<file path="src/wrrd_pkg.sv">
// ----------------------------------------------------------------------------
// wrrd_pkg
// Shared types and constants of the weighted round-robin dispatcher.
// ----------------------------------------------------------------------------
package wrrd_pkg;

	localparam int NODES_DEF   = 8;
	localparam int WORKERS_DEF = 8;
	localparam int WGT_W       = 16;
	localparam int SHIFT_W     = 4;

	localparam logic OP_DISPATCH   = 1'b0;
	localparam logic OP_SET_WEIGHT = 1'b1;

	localparam logic [1:0] ST_CHOSEN  = 2'd0;
	localparam logic [1:0] ST_NONE    = 2'd1;
	localparam logic [1:0] ST_UPDATED = 2'd2;

	typedef struct packed {
		logic [WGT_W-1:0] diff;
		logic             borrow;
		logic             zero;
	} sub_res_t;

endpackage

</file>
<file path="src/wrrd_sub.sv">
// ----------------------------------------------------------------------------
// wrrd_sub
// Shared subtract and compare unit: a - b with borrow and zero flags.
// ----------------------------------------------------------------------------
module wrrd_sub (
	input  logic [wrrd_pkg::WGT_W-1:0] a,
	input  logic [wrrd_pkg::WGT_W-1:0] b,
	output wrrd_pkg::sub_res_t         res
);

	logic [wrrd_pkg::WGT_W:0] full;

	assign full       = {1'b0, a} - {1'b0, b};
	assign res.diff   = full[wrrd_pkg::WGT_W-1:0];
	assign res.borrow = full[wrrd_pkg::WGT_W];
	assign res.zero   = (full == '0);

endmodule

</file>
<file path="src/wrrd_wmem.sv">
// ----------------------------------------------------------------------------
// wrrd_wmem
// Node weight store: one write port, one registered read port, entries
// read as zero until written.
// ----------------------------------------------------------------------------
module wrrd_wmem #(
	parameter int NODES = wrrd_pkg::NODES_DEF,
	parameter int AW    = $clog2(NODES)
) (
	input  logic                       clk,
	input  logic                       arst_n,
	input  logic                       we,
	input  logic [AW-1:0]              waddr,
	input  logic [wrrd_pkg::WGT_W-1:0] wdata,
	input  logic [AW-1:0]              raddr,
	output logic [wrrd_pkg::WGT_W-1:0] rdata
);

	logic [wrrd_pkg::WGT_W-1:0] mem [NODES];
	logic [NODES-1:0]           vld_q;
	logic [wrrd_pkg::WGT_W-1:0] rdata_q;

	always_ff @(posedge clk or negedge arst_n) begin
		if (!arst_n) begin
			vld_q <= '0;
		end else if (we) begin
			vld_q[waddr] <= 1'b1;
		end
	end

	always_ff @(posedge clk) begin
		if (we) begin
			mem[waddr] <= wdata;
		end
		rdata_q <= vld_q[raddr] ? mem[raddr] : '0;
	end

	assign rdata = rdata_q;

endmodule

</file>
<file path="src/weighted_round_robin_dispatch_top.sv">
// ----------------------------------------------------------------------------
// weighted_round_robin_dispatch_top
// Weighted round-robin picker with a private position per worker. A small
// sequencer drives one shared subtractor for binary gcd and credit checks.
//
//   channel  dir  handshake            payload
//   in       in   in_valid / in_stall  opcode, worker, node_slot, new_weight
//   out      out  out_valid/ out_stall chosen_node, status
//
// dispatch: a read and a credit check, plus a read and a check per slot
//   walked (up to NODES) when credit is short; weight reads are registered
// weight update: a write, then a read and check of every slot, with binary
//   gcd steps for each further nonzero weight, all on the one subtractor
// one beat at a time; in_stall is high until the result is in the output
//   register, which a stalled out side holds while a new beat is taken
// reset clears control and valid bits at once; no clearing pass
// ----------------------------------------------------------------------------
module weighted_round_robin_dispatch_top #(
	parameter int NODES   = wrrd_pkg::NODES_DEF,
	parameter int WORKERS = wrrd_pkg::WORKERS_DEF
) (
	input  logic                       clk,
	input  logic                       arst_n,
	input  logic                       in_valid,
	output logic                       in_stall,
	input  logic                       opcode,
	input  logic [2:0]                 worker,
	input  logic [2:0]                 node_slot,
	input  logic [wrrd_pkg::WGT_W-1:0] new_weight,
	output logic                       out_valid,
	input  logic                       out_stall,
	output logic [2:0]                 chosen_node,
	output logic [1:0]                 status
);

	localparam int NIDX = $clog2(NODES);
	localparam int WIDX = (WORKERS > 1) ? $clog2(WORKERS) : 1;
	localparam logic [NIDX-1:0] LAST_NODE = NIDX'(NODES - 1);

	typedef enum logic [3:0] {
		S_IDLE,
		S_UPD_WR,
		S_SCAN_RD,
		S_SCAN_CHK,
		S_GCD,
		S_UPD_FIN,
		S_DSP_RD,
		S_DSP_CHK,
		S_WALK_RD,
		S_WALK_CHK,
		S_FINISH
	} state_t;

	state_t state_q;

	logic [2:0]                 wk_q;
	logic [2:0]                 slot_q;
	logic [wrrd_pkg::WGT_W-1:0] wt_q;

	logic [wrrd_pkg::WGT_W-1:0] gcd_q;
	logic                       base_found_q;
	logic [NIDX-1:0]            base_first_q;
	logic [wrrd_pkg::WGT_W-1:0] base_credit_q;
	logic [WORKERS-1:0]         dirty_q;

	logic [NIDX-1:0]            si_q;
	logic                       found_q;
	logic [NIDX-1:0]            first_q;
	logic [wrrd_pkg::WGT_W-1:0] first_w_q;
	logic [wrrd_pkg::WGT_W-1:0] g_q;
	logic [wrrd_pkg::WGT_W-1:0] ga_q;
	logic [wrrd_pkg::WGT_W-1:0] gb_q;
	logic [wrrd_pkg::SHIFT_W-1:0] gk_q;

	logic [NIDX-1:0]            cur_q;
	logic [NIDX-1:0]            start_q;

	logic [1:0]                 res_status_q;
	logic [2:0]                 res_node_q;
	logic                       out_valid_q;
	logic [2:0]                 chosen_node_q;
	logic [1:0]                 status_q;

	logic [NIDX-1:0]            wnode_mem [WORKERS];
	logic [wrrd_pkg::WGT_W-1:0] wcred_mem [WORKERS];
	logic [NIDX-1:0]            wnode_rd_q;
	logic [wrrd_pkg::WGT_W-1:0] wcred_rd_q;

	logic [WIDX-1:0]            wk_idx;
	logic                       sel_has;
	logic [NIDX-1:0]            sel_node;
	logic [wrrd_pkg::WGT_W-1:0] sel_credit;
	logic                       wm_we;
	logic [NIDX-1:0]            wm_node;
	logic [NIDX-1:0]            w_raddr;
	logic [wrrd_pkg::WGT_W-1:0] w_rdata;
	logic [wrrd_pkg::WGT_W-1:0] op_a;
	logic [wrrd_pkg::WGT_W-1:0] op_b;
	wrrd_pkg::sub_res_t         sub;
	logic [NIDX-1:0]            si_next;
	logic [NIDX-1:0]            sel_next;
	logic [NIDX-1:0]            cur_next;
	logic                       in_acc;

	assign wk_idx     = WIDX'(wk_q);
	assign sel_has    = dirty_q[wk_idx] | base_found_q;
	assign sel_node   = dirty_q[wk_idx] ? wnode_rd_q : base_first_q;
	assign sel_credit = dirty_q[wk_idx] ? wcred_rd_q : base_credit_q;
	assign si_next    = si_q + NIDX'(1);
	assign sel_next   = (sel_node == LAST_NODE) ? '0 : sel_node + NIDX'(1);
	assign cur_next   = (cur_q == LAST_NODE) ? '0 : cur_q + NIDX'(1);
	assign w_raddr    = (state_q == S_WALK_RD) ? cur_q : si_q;
	assign in_stall   = (state_q != S_IDLE);
	assign in_acc     = in_valid & ~in_stall;

	always_comb begin
		case (state_q)
			S_GCD: begin
				op_a = ga_q;
				op_b = gb_q;
			end
			S_DSP_CHK: begin
				op_a = sel_credit;
				op_b = gcd_q;
			end
			S_WALK_CHK: begin
				op_a = w_rdata;
				op_b = gcd_q;
			end
			default: begin
				op_a = '0;
				op_b = '0;
			end
		endcase
	end

	assign wm_we   = ((state_q == S_DSP_CHK) && sel_has && !sub.borrow) ||
	                 ((state_q == S_WALK_CHK) && !sub.borrow);
	assign wm_node = (state_q == S_DSP_CHK) ? sel_node : cur_q;

	wrrd_sub u_sub (
		.a   (op_a),
		.b   (op_b),
		.res (sub)
	);

	wrrd_wmem #(
		.NODES (NODES),
		.AW    (NIDX)
	) u_wmem (
		.clk    (clk),
		.arst_n (arst_n),
		.we     (state_q == S_UPD_WR),
		.waddr  (NIDX'(slot_q)),
		.wdata  (wt_q),
		.raddr  (w_raddr),
		.rdata  (w_rdata)
	);

	always_ff @(posedge clk) begin
		if (wm_we) begin
			wnode_mem[wk_idx] <= wm_node;
			wcred_mem[wk_idx] <= sub.diff;
		end
		wnode_rd_q <= wnode_mem[wk_idx];
		wcred_rd_q <= wcred_mem[wk_idx];
	end

	always_ff @(posedge clk or negedge arst_n) begin
		if (!arst_n) begin
			state_q       <= S_IDLE;
			gcd_q         <= 16'd1;
			base_found_q  <= 1'b0;
			base_first_q  <= '0;
			base_credit_q <= '0;
			dirty_q       <= '0;
			out_valid_q   <= 1'b0;
		end else begin
			if (out_valid_q && !out_stall && state_q != S_FINISH) begin
				out_valid_q <= 1'b0;
			end
			if (wm_we) begin
				dirty_q[wk_idx] <= 1'b1;
			end
			case (state_q)
				S_IDLE: begin
					if (in_acc) begin
						wk_q       <= worker;
						slot_q     <= node_slot;
						wt_q       <= new_weight;
						res_node_q <= 3'd0;
						if (opcode == wrrd_pkg::OP_SET_WEIGHT) begin
							res_status_q <= wrrd_pkg::ST_UPDATED;
							if (7'(node_slot) < 7'(NODES)) begin
								state_q <= S_UPD_WR;
							end else begin
								state_q <= S_FINISH;
							end
						end else begin
							res_status_q <= wrrd_pkg::ST_NONE;
							if (7'(worker) < 7'(WORKERS)) begin
								state_q <= S_DSP_RD;
							end else begin
								state_q <= S_FINISH;
							end
						end
					end
				end
				S_UPD_WR: begin
					si_q    <= '0;
					found_q <= 1'b0;
					first_q <= '0;
					first_w_q <= '0;
					g_q     <= '0;
					state_q <= S_SCAN_RD;
				end
				S_SCAN_RD: begin
					state_q <= S_SCAN_CHK;
				end
				S_SCAN_CHK: begin
					if (w_rdata != '0 && found_q) begin
						ga_q    <= g_q;
						gb_q    <= w_rdata;
						gk_q    <= '0;
						state_q <= S_GCD;
					end else begin
						if (w_rdata != '0) begin
							found_q   <= 1'b1;
							first_q   <= si_q;
							first_w_q <= w_rdata;
							g_q       <= w_rdata;
						end
						si_q    <= si_next;
						state_q <= (si_q == LAST_NODE) ? S_UPD_FIN : S_SCAN_RD;
					end
				end
				S_GCD: begin
					if (!ga_q[0] && !gb_q[0]) begin
						ga_q <= ga_q >> 1;
						gb_q <= gb_q >> 1;
						gk_q <= gk_q + wrrd_pkg::SHIFT_W'(1);
					end else if (!ga_q[0]) begin
						ga_q <= ga_q >> 1;
					end else if (!gb_q[0]) begin
						gb_q <= gb_q >> 1;
					end else if (sub.zero) begin
						g_q     <= gb_q << gk_q;
						si_q    <= si_next;
						state_q <= (si_q == LAST_NODE) ? S_UPD_FIN : S_SCAN_RD;
					end else if (sub.borrow) begin
						ga_q <= gb_q;
						gb_q <= ga_q;
					end else begin
						ga_q <= sub.diff;
					end
				end
				S_UPD_FIN: begin
					gcd_q         <= found_q ? g_q : 16'd1;
					base_found_q  <= found_q;
					base_first_q  <= first_q;
					base_credit_q <= first_w_q;
					dirty_q       <= '0;
					state_q       <= S_FINISH;
				end
				S_DSP_RD: begin
					state_q <= S_DSP_CHK;
				end
				S_DSP_CHK: begin
					start_q <= sel_node;
					cur_q   <= sel_next;
					if (!sel_has) begin
						state_q <= S_FINISH;
					end else if (!sub.borrow) begin
						res_status_q <= wrrd_pkg::ST_CHOSEN;
						res_node_q   <= 3'(sel_node);
						state_q      <= S_FINISH;
					end else begin
						state_q <= S_WALK_RD;
					end
				end
				S_WALK_RD: begin
					state_q <= S_WALK_CHK;
				end
				S_WALK_CHK: begin
					if (!sub.borrow) begin
						res_status_q <= wrrd_pkg::ST_CHOSEN;
						res_node_q   <= 3'(cur_q);
						state_q      <= S_FINISH;
					end else if (cur_q == start_q) begin
						state_q <= S_FINISH;
					end else begin
						cur_q   <= cur_next;
						state_q <= S_WALK_RD;
					end
				end
				S_FINISH: begin
					if (!out_valid_q || !out_stall) begin
						out_valid_q   <= 1'b1;
						chosen_node_q <= res_node_q;
						status_q      <= res_status_q;
						state_q       <= S_IDLE;
					end
				end
				default: begin
					state_q <= S_IDLE;
				end
			endcase
		end
	end

	assign out_valid   = out_valid_q;
	assign chosen_node = chosen_node_q;
	assign status      = status_q;

`ifndef SYNTH
	a_gcd_nonzero: assert property (@(posedge clk) disable iff (!arst_n)
		gcd_q != '0)
		else $error("gcd register is zero");

	a_gcd_operands: assert property (@(posedge clk) disable iff (!arst_n)
		(state_q == S_GCD) |-> (ga_q != '0 && gb_q != '0))
		else $error("gcd operand reached zero");

	a_busy_after_accept: assert property (@(posedge clk) disable iff (!arst_n)
		in_acc |=> in_stall)
		else $error("new beat taken while busy");

	a_node_zero: assert property (@(posedge clk) disable iff (!arst_n)
		(out_valid && status != wrrd_pkg::ST_CHOSEN) |-> (chosen_node == 3'd0))
		else $error("chosen node set without a pick");
`endif

endmodule

</file>
<file path="config.mk">
export PLATFORM = sky130hd
export DESIGN_NAME = weighted_round_robin_dispatch_top
export DESIGN_NICKNAME = d
export VERILOG_FILES = /design/src/wrrd_pkg.sv /design/src/wrrd_sub.sv /design/src/wrrd_wmem.sv /design/src/weighted_round_robin_dispatch_top.sv
export SDC_FILE = /design/constraint.sdc
export NUM_CORES = 1
export LEC_CHECK = 0
export BUFFER_PORTS_ARGS = -buffer_cell sky130_fd_sc_hd__buf_2
export CAP_MARGIN = 20
export CORE_UTILIZATION = 45
export DETAILED_ROUTE_END_ITERATION = 8
export PLACE_DENSITY_LB_ADDON = 0.05
export SYNTH_ARGS = -nofsm -noshare
export SYNTH_HDL_FRONTEND = slang
export SYNTH_SLANG_ARGS = --single-unit
</file>
<file path="constraint.sdc">
create_clock -name clk -period 8 [get_ports clk]
set_input_delay 1.6 -clock clk [delete_from_list [all_inputs] [get_ports clk]]
set_output_delay 1.6 -clock clk [all_outputs]
set_load 0.03 [all_outputs]
</file>
Word-level counts from Yosys, hierarchy flattened --
Memory sizes are Yosys's and may differ from the RTL's. A register that Yosys moved wholly into a read port is not among the register bits. Cells that the tools add are included.
Storage, ports and cells: register bits after elaboration 170, bits in writable memories 280, bits of input ports 27, output and inout port bits 7, logic and storage cells 214, memories 3
Operators by class: add/sub/neg operators 5, magnitude comparators 5, eq/ne operators 35, shifts and indexed selects 1, mux-type cells 90, bitwise logic cells 5, reduce and logical (&&, ||, !) cells 43
Memory list:
- u_wmem.mem | words 8, bits a word 16, rd ports 1, clocked after memory_dff 1, write ports 1, line wrrd_wmem.sv:19 | logic [wrrd_pkg::WGT_W-1:0] mem [NODES];
- wcred_mem | words 8, bits a word 16, rd ports 1, clocked after memory_dff 1, write ports 1, line weighted_round_robin_dispatch_top.sv:85 | logic [wrrd_pkg::WGT_W-1:0] wcred_mem [WORKERS];
- wnode_mem | words 8, bits a word 3, rd ports 1, clocked after memory_dff 1, write ports 1, line weighted_round_robin_dispatch_top.sv:84 | logic [NIDX-1:0] wnode_mem [WORKERS];
Operators with widths (number):
- 2-to-1 mux 16 bit | 20
- one-hot mux 16 bit (2 select lines) | 4
- one-hot mux 16 bit (3 select lines) | 2
- 2-to-1 mux 3 bit | 21
- one-hot mux 4 bit (11 select lines) | 1
- 2-to-1 mux 4 bit | 8
- != test 2 bit (second input constant) | 14
- AND reduction 4 bit | 5
- one-hot mux 3 bit (3 select lines) | 2
- AND reduction 6 bit | 3
- zero test 17 bit | 1
- subtractor 16 x 16 -> 17 bit | 1
- equality test 4 x 3 -> 1 bit (second input constant) | 4
- 2-to-1 mux 2 bit | 8
- 2-to-1 mux 8 bit | 2
- != test 4 bit (second input constant) | 4
- bitwise OR 8 bit | 2
- nonzero test 16 bit | 1
- left shift 16 x 4 -> 16 bit | 1
- 2-to-1 mux 1 bit | 13
- equality test 4 bit (second input constant) | 3
- less-than comparator 3 x 4 -> 1 bit (second input constant) | 3
- one-hot mux 3 bit (2 select lines) | 2
- adder 3 x 1 -> 3 bit (second input constant) | 3
- other kinds (30) | 56

Longest topological paths before layout --
depth in word-level cells 11, gate-level depth with buffers 20, depth with buffers taken out 17

Hierarchy --
A second synthesis with hierarchy kept.
Unflattened totals: cell total of the unflattened synthesis 1474, area total of the unflattened synthesis 21202.8 µm²
By module, submodules not included:
- weighted_round_robin_dispatch_top | times used 1, cells an instance 1063, area an instance 14502.7 µm², sequential area each 9565.4 µm²
- wrrd_wmem | times used 1, cells an instance 251, area an instance 5634.2 µm², sequential area each 4364.2 µm²
- wrrd_sub | times used 1, cells an instance 160, area an instance 1066.0 µm², sequential area each 0.0 µm²

Least setup slack after synthesis --
Ideal clock, no wire load.
path kind reg2reg, from reg wk_q[1], in the netlist wk_idx[1], to mem wcred_mem[0][0] (netlist name), enable pin, library setup time 447 ps, data arrival time 5605 ps, data required time 7553 ps, path slack 1948 ps, cell stages (with the launch flop) 19, buffers on the path 2, clock period less this slack 6052 ps, cells stage by stage edfxtp_1 -> buf_2 -> and3_1 -> a22oi_1 -> o21ai_0 -> a211oi_1 -> buf_4 -> mux2i_1 -> nor2_1 -> a221oi_1 -> ha_1 -> fa_1 -> nand2b_1 -> a21o_1 -> a21bo_2 -> a21o_1 -> nand2_4 -> nand3_1 -> nor4_1
Between the ends: cells in the longest elaborated chain, start to end 10, elaborated cells on any way between the ends 13, those cells by class 1 x add/sub; 6 x mux; 1 x bitwise; 5 x reduce/logical
RTL lines:
- start, declared | line weighted_round_robin_dispatch_top.sv:56 | logic [2:0] wk_q;
- start signal, assigned | line weighted_round_robin_dispatch_top.sv:188 | wk_q <= worker;
- binary-select mux 1 bit (select 3 bit) | line weighted_round_robin_dispatch_top.sv:106, weighted_round_robin_dispatch_top.sv:108
- 2-to-1 mux 1 bit (not written as such) | line weighted_round_robin_dispatch_top.sv:106, weighted_round_robin_dispatch_top.sv:108
- 2-to-1 mux 16 bit | line weighted_round_robin_dispatch_top.sv:108 | assign sel_credit = dirty_q[wk_idx] ? wcred_rd_q : base_credit_q;
- one-hot mux 16 bit (3 select lines) | line weighted_round_robin_dispatch_top.sv:117 | case (state_q)
- subtractor 16 x 16 -> 17 bit | line wrrd_sub.sv:13 | assign full = {1'b0, a} - {1'b0, b};
- zero test 1 bit
- logical AND 1 bit (on tied branches) | line weighted_round_robin_dispatch_top.sv:137, weighted_round_robin_dispatch_top.sv:138
- logical OR 1 bit | line weighted_round_robin_dispatch_top.sv:137 | assign wm_we = ((state_q == S_DSP_CHK) && sel_has && !sub.borrow) ||
- 2-to-1 mux 1 bit | line weighted_round_robin_dispatch_top.sv:161 | if (wm_we) begin
- 2-to-1 mux 1 bit (not written as such) | line weighted_round_robin_dispatch_top.sv:163 | wcred_mem[wk_idx] <= sub.diff;
- end, declared | line weighted_round_robin_dispatch_top.sv:85
Parallel ways exist; a longest one is shown, timed or not. The select of a mux whose other input is x is not followed.

==> results.cfg <==
[worst_setup_path]
path_class = reg -> reg
worst_setup_path_end_kind = flop
crit_required_ns = 8.21
worstPathArrival_ns = 6.44
critical_path.cell_chain = and3_1 -> buf_4 -> a22oi_1 -> o21ai_0 -> a211oi_4 -> buf_4 -> mux2i_1 -> o21ai_0 -> ha_1 -> a2111oi_2 -> a21boi_1 -> xnor2_1 -> or4_4 -> nor4_4 -> nand4_1 -> nand2_1
crit_path_top_delay_cell = or4_4
cp_slowest_stage_delay_ns = 0.66
crit_fanout = 21
start_kind = flop

[synth]
synth-xor-area-share_pct = 0.683
postSynthAreaPerCell_sq_um = 14.2
synth_compound_area_share_pct = 11.1
yosys_register_bits = 485
synthArstFlopShare_pct = 11.8
synth_top_family_by_area = compound AO/OA/AOI/OAI gates
syn_inst = 1443
synthSimpleGateAreaFrac_pct = 8.17
ys_seq_area_share_pct = 67.9
post_synth_fa_ha_maj_area_fraction_pct = 1.56
synth_area_sq_mm = 0.0205
synth_fp_nets = 1495
synthMuxAreaShare_pct = 8.55
synth-warning-count = 0
netlist-cell-type-count = 72
synth_edf_count = 393
synth_ff_type = edfxtp_1

[clocking]
cts_resized = 0
cts_tree = built
clkTransAtPathRegs_ns = 0.06
htree_levels = 2
clock-root-buffer = clkbuf_16
cts_made_buffers = 50
clk_latency_ns = 0.60
ctsHoldBuffers = 0
cts.sinks = 485
post_cts_buffers = 0
cts_buffer_depth = 3

[global_route]
grt_overflow = 0
grt_max_degree = 70
grt_pass1_wl_microns = 82400
grt_pass1_vias = 12400
grt_use_total_pct = 24.3
antenna_found_initial = 2

[die]
die_h_microns = 216
coreArea_sq_mm = 0.0446
rows = 77
initial_utilization_pct = 46.0
die-width_microns = 216
die_area_sq_mm = 0.0465
pin_count = 34

[cells_and_area]
final_cell_mix = edfxtp_1 (393), nand2_1 (130), a22oi_1 (107)
top_regs = u_wmem.mem x128, wcred_mem x128, wnode_mem x24
antennaDiodeCount = 0
n_fill_cell = 3789
final_common_cell = edfxtp_1
register_area_sq_mm = 0.0139
area_growth_syn_to_layout_pct = 13.2
final_cell_area_sq_mm = 0.0232
drive_gt1_share_pct = 17.3
fin_util_pct = 52.1
multi_input_area_sq_mm = 0.00631
fin_cells = 2135
layout.nets = 1554

[timing]
tns_ns = 0
setup-violations-final = 0
worstMarginPinSlew_ns = 1.15
timing.final.crit_share_pct = 77.9
rsz0062_at_grt = no
hold_viol_final = 0
skew_ns = 0.0231
timing.fmax_mhz = 161
setup_slack_ns = 1.77
slew_headroom_pct = 22.5
min_period_ns = 6.23
slew_violations = 0

[outcome]
status = completed

[place]
portBuffers = 33
dp_hpwl_microns = 37000
postPlaceCellArea_sq_mm = 0.0216
place_ws_ns = 1.85
finalWeightedCongestion = 0.928
dp_cells = 2042

[routing]
drt-total-wl_microns = 55800
post_drt_wl_per_cell_microns = 26.1
first_pass_iters = 6
drc_errors = 0
dr_total_vias = 12600
ant_nets = 0
via_per_inst = 5.89
drtIter0Drc = 1254

[flow_run]
drv_cap = 0

[pwr]
leakagePower_nw = 8.37
vdd_ir_drop_max_uv = 285
power_density_mw_per_mm2 = 407

[min_path]
hp-class = reg -> reg
[final timing paths]
| kind | startpoint | to | slack, ns | cells past startpoint |
|---|---|---|---|---|
| worst max register to register | wk_idx[2] | g_q[9] | 1.77 | 16 |
| worst min-delay path | res_status_q[0] | status[0] | 0.43 | 0 |
| min in group asynchronous | arst_n | gcd_q[14] | 0.87 | 1 |
| worst min register to register | res_status_q[0] | status[0] | 0.43 | 0 |
| max in group asynchronous | arst_n | u_wmem.vld_q[5] | 5.99 | 2 |
| worst max-delay path | wk_idx[2] | g_q[9] | 1.77 | 16 |
[area by class of cell]
type	count	share of cell area (%)
clock inverters	19	0.695
well taps	592	3.19
multi-input cells	855	27.2
repair buffers	86	2.42
clock buffers	74	6.17
flip-flops and latches	485	60.0
inverters	24	0.388
[metrics by stage]
stage | power (mW) | hold slack [ns]
6_report | 9.46 | 0.426
5_1_grt | 9.87 | 0.435
4_1_cts | 9.51 | 0.425
3_5_place_dp | 7.23 | 0.412
3_3_place_gp | 7.21 | 0.407
2_1_floorplan | 5.86 | 0.400
[cell families (layout without fill, tap and decap cells)]
group           Yosys count  after routing
compound gates          350            350
xor+xnor                 16             16
fa+ha+maj                25             25
buf+inv                 103            203
flops                   485            485
mux                     128            128
simple gates            336            336
[synthesized netlist by cell type, types with 23 or more instances]
cell,n,share of area (%)
nor2_1,53,0.97
inv_1,23,0.42
ha_1,24,1.5
edfxtp_1,393,57
mux4_2,34,3.7
dfrtp_1,56,6.8
o21ai_0,93,2.3
dfxtp_1,35,3.4
clkbuf_1,58,1.1
mux2i_1,66,3.2
a21oi_1,58,1.4
and2_1,26,0.79
a22oi_1,107,3.9
nand2_1,132,2.4
mux2_2,26,1.4
nand4_1,23,0.70
[where the power goes]
part | total [mW] | internal, mW | switching [mW]
registers | 3.90 | 3.56 | 0.339
clock network | 2.27 | 1.31 | 0.964
logic | 3.29 | 1.14 | 2.15
total | 9.46 | 6.01 | 3.45
[layer usage]
layer / global-route usage (%) / routed length (microns) / vias up
met1: 32.4 / 24000 / 6382
met3: 3.82 / 2760 / 94
met2: 40.8 / 27500 / 397
met4: 7.87 / 1570 / 0
met5: 0 / 0 / -
li1: - / - / 5702
[worst max-delay path, delay by kind of cell, from the launching register on]
kind,cells,cell delay (ns)
and+or+nand+nor,5,1.99
AOI/OAI and AO/OA,6,1.62
buffers and inverters,2,0.63
DFF,1,0.56
adders and majority gates,1,0.41
xor gates and xnor gates,1,0.40
muxes,1,0.21
Note: power is estimated with default switching activity, not from simulation.
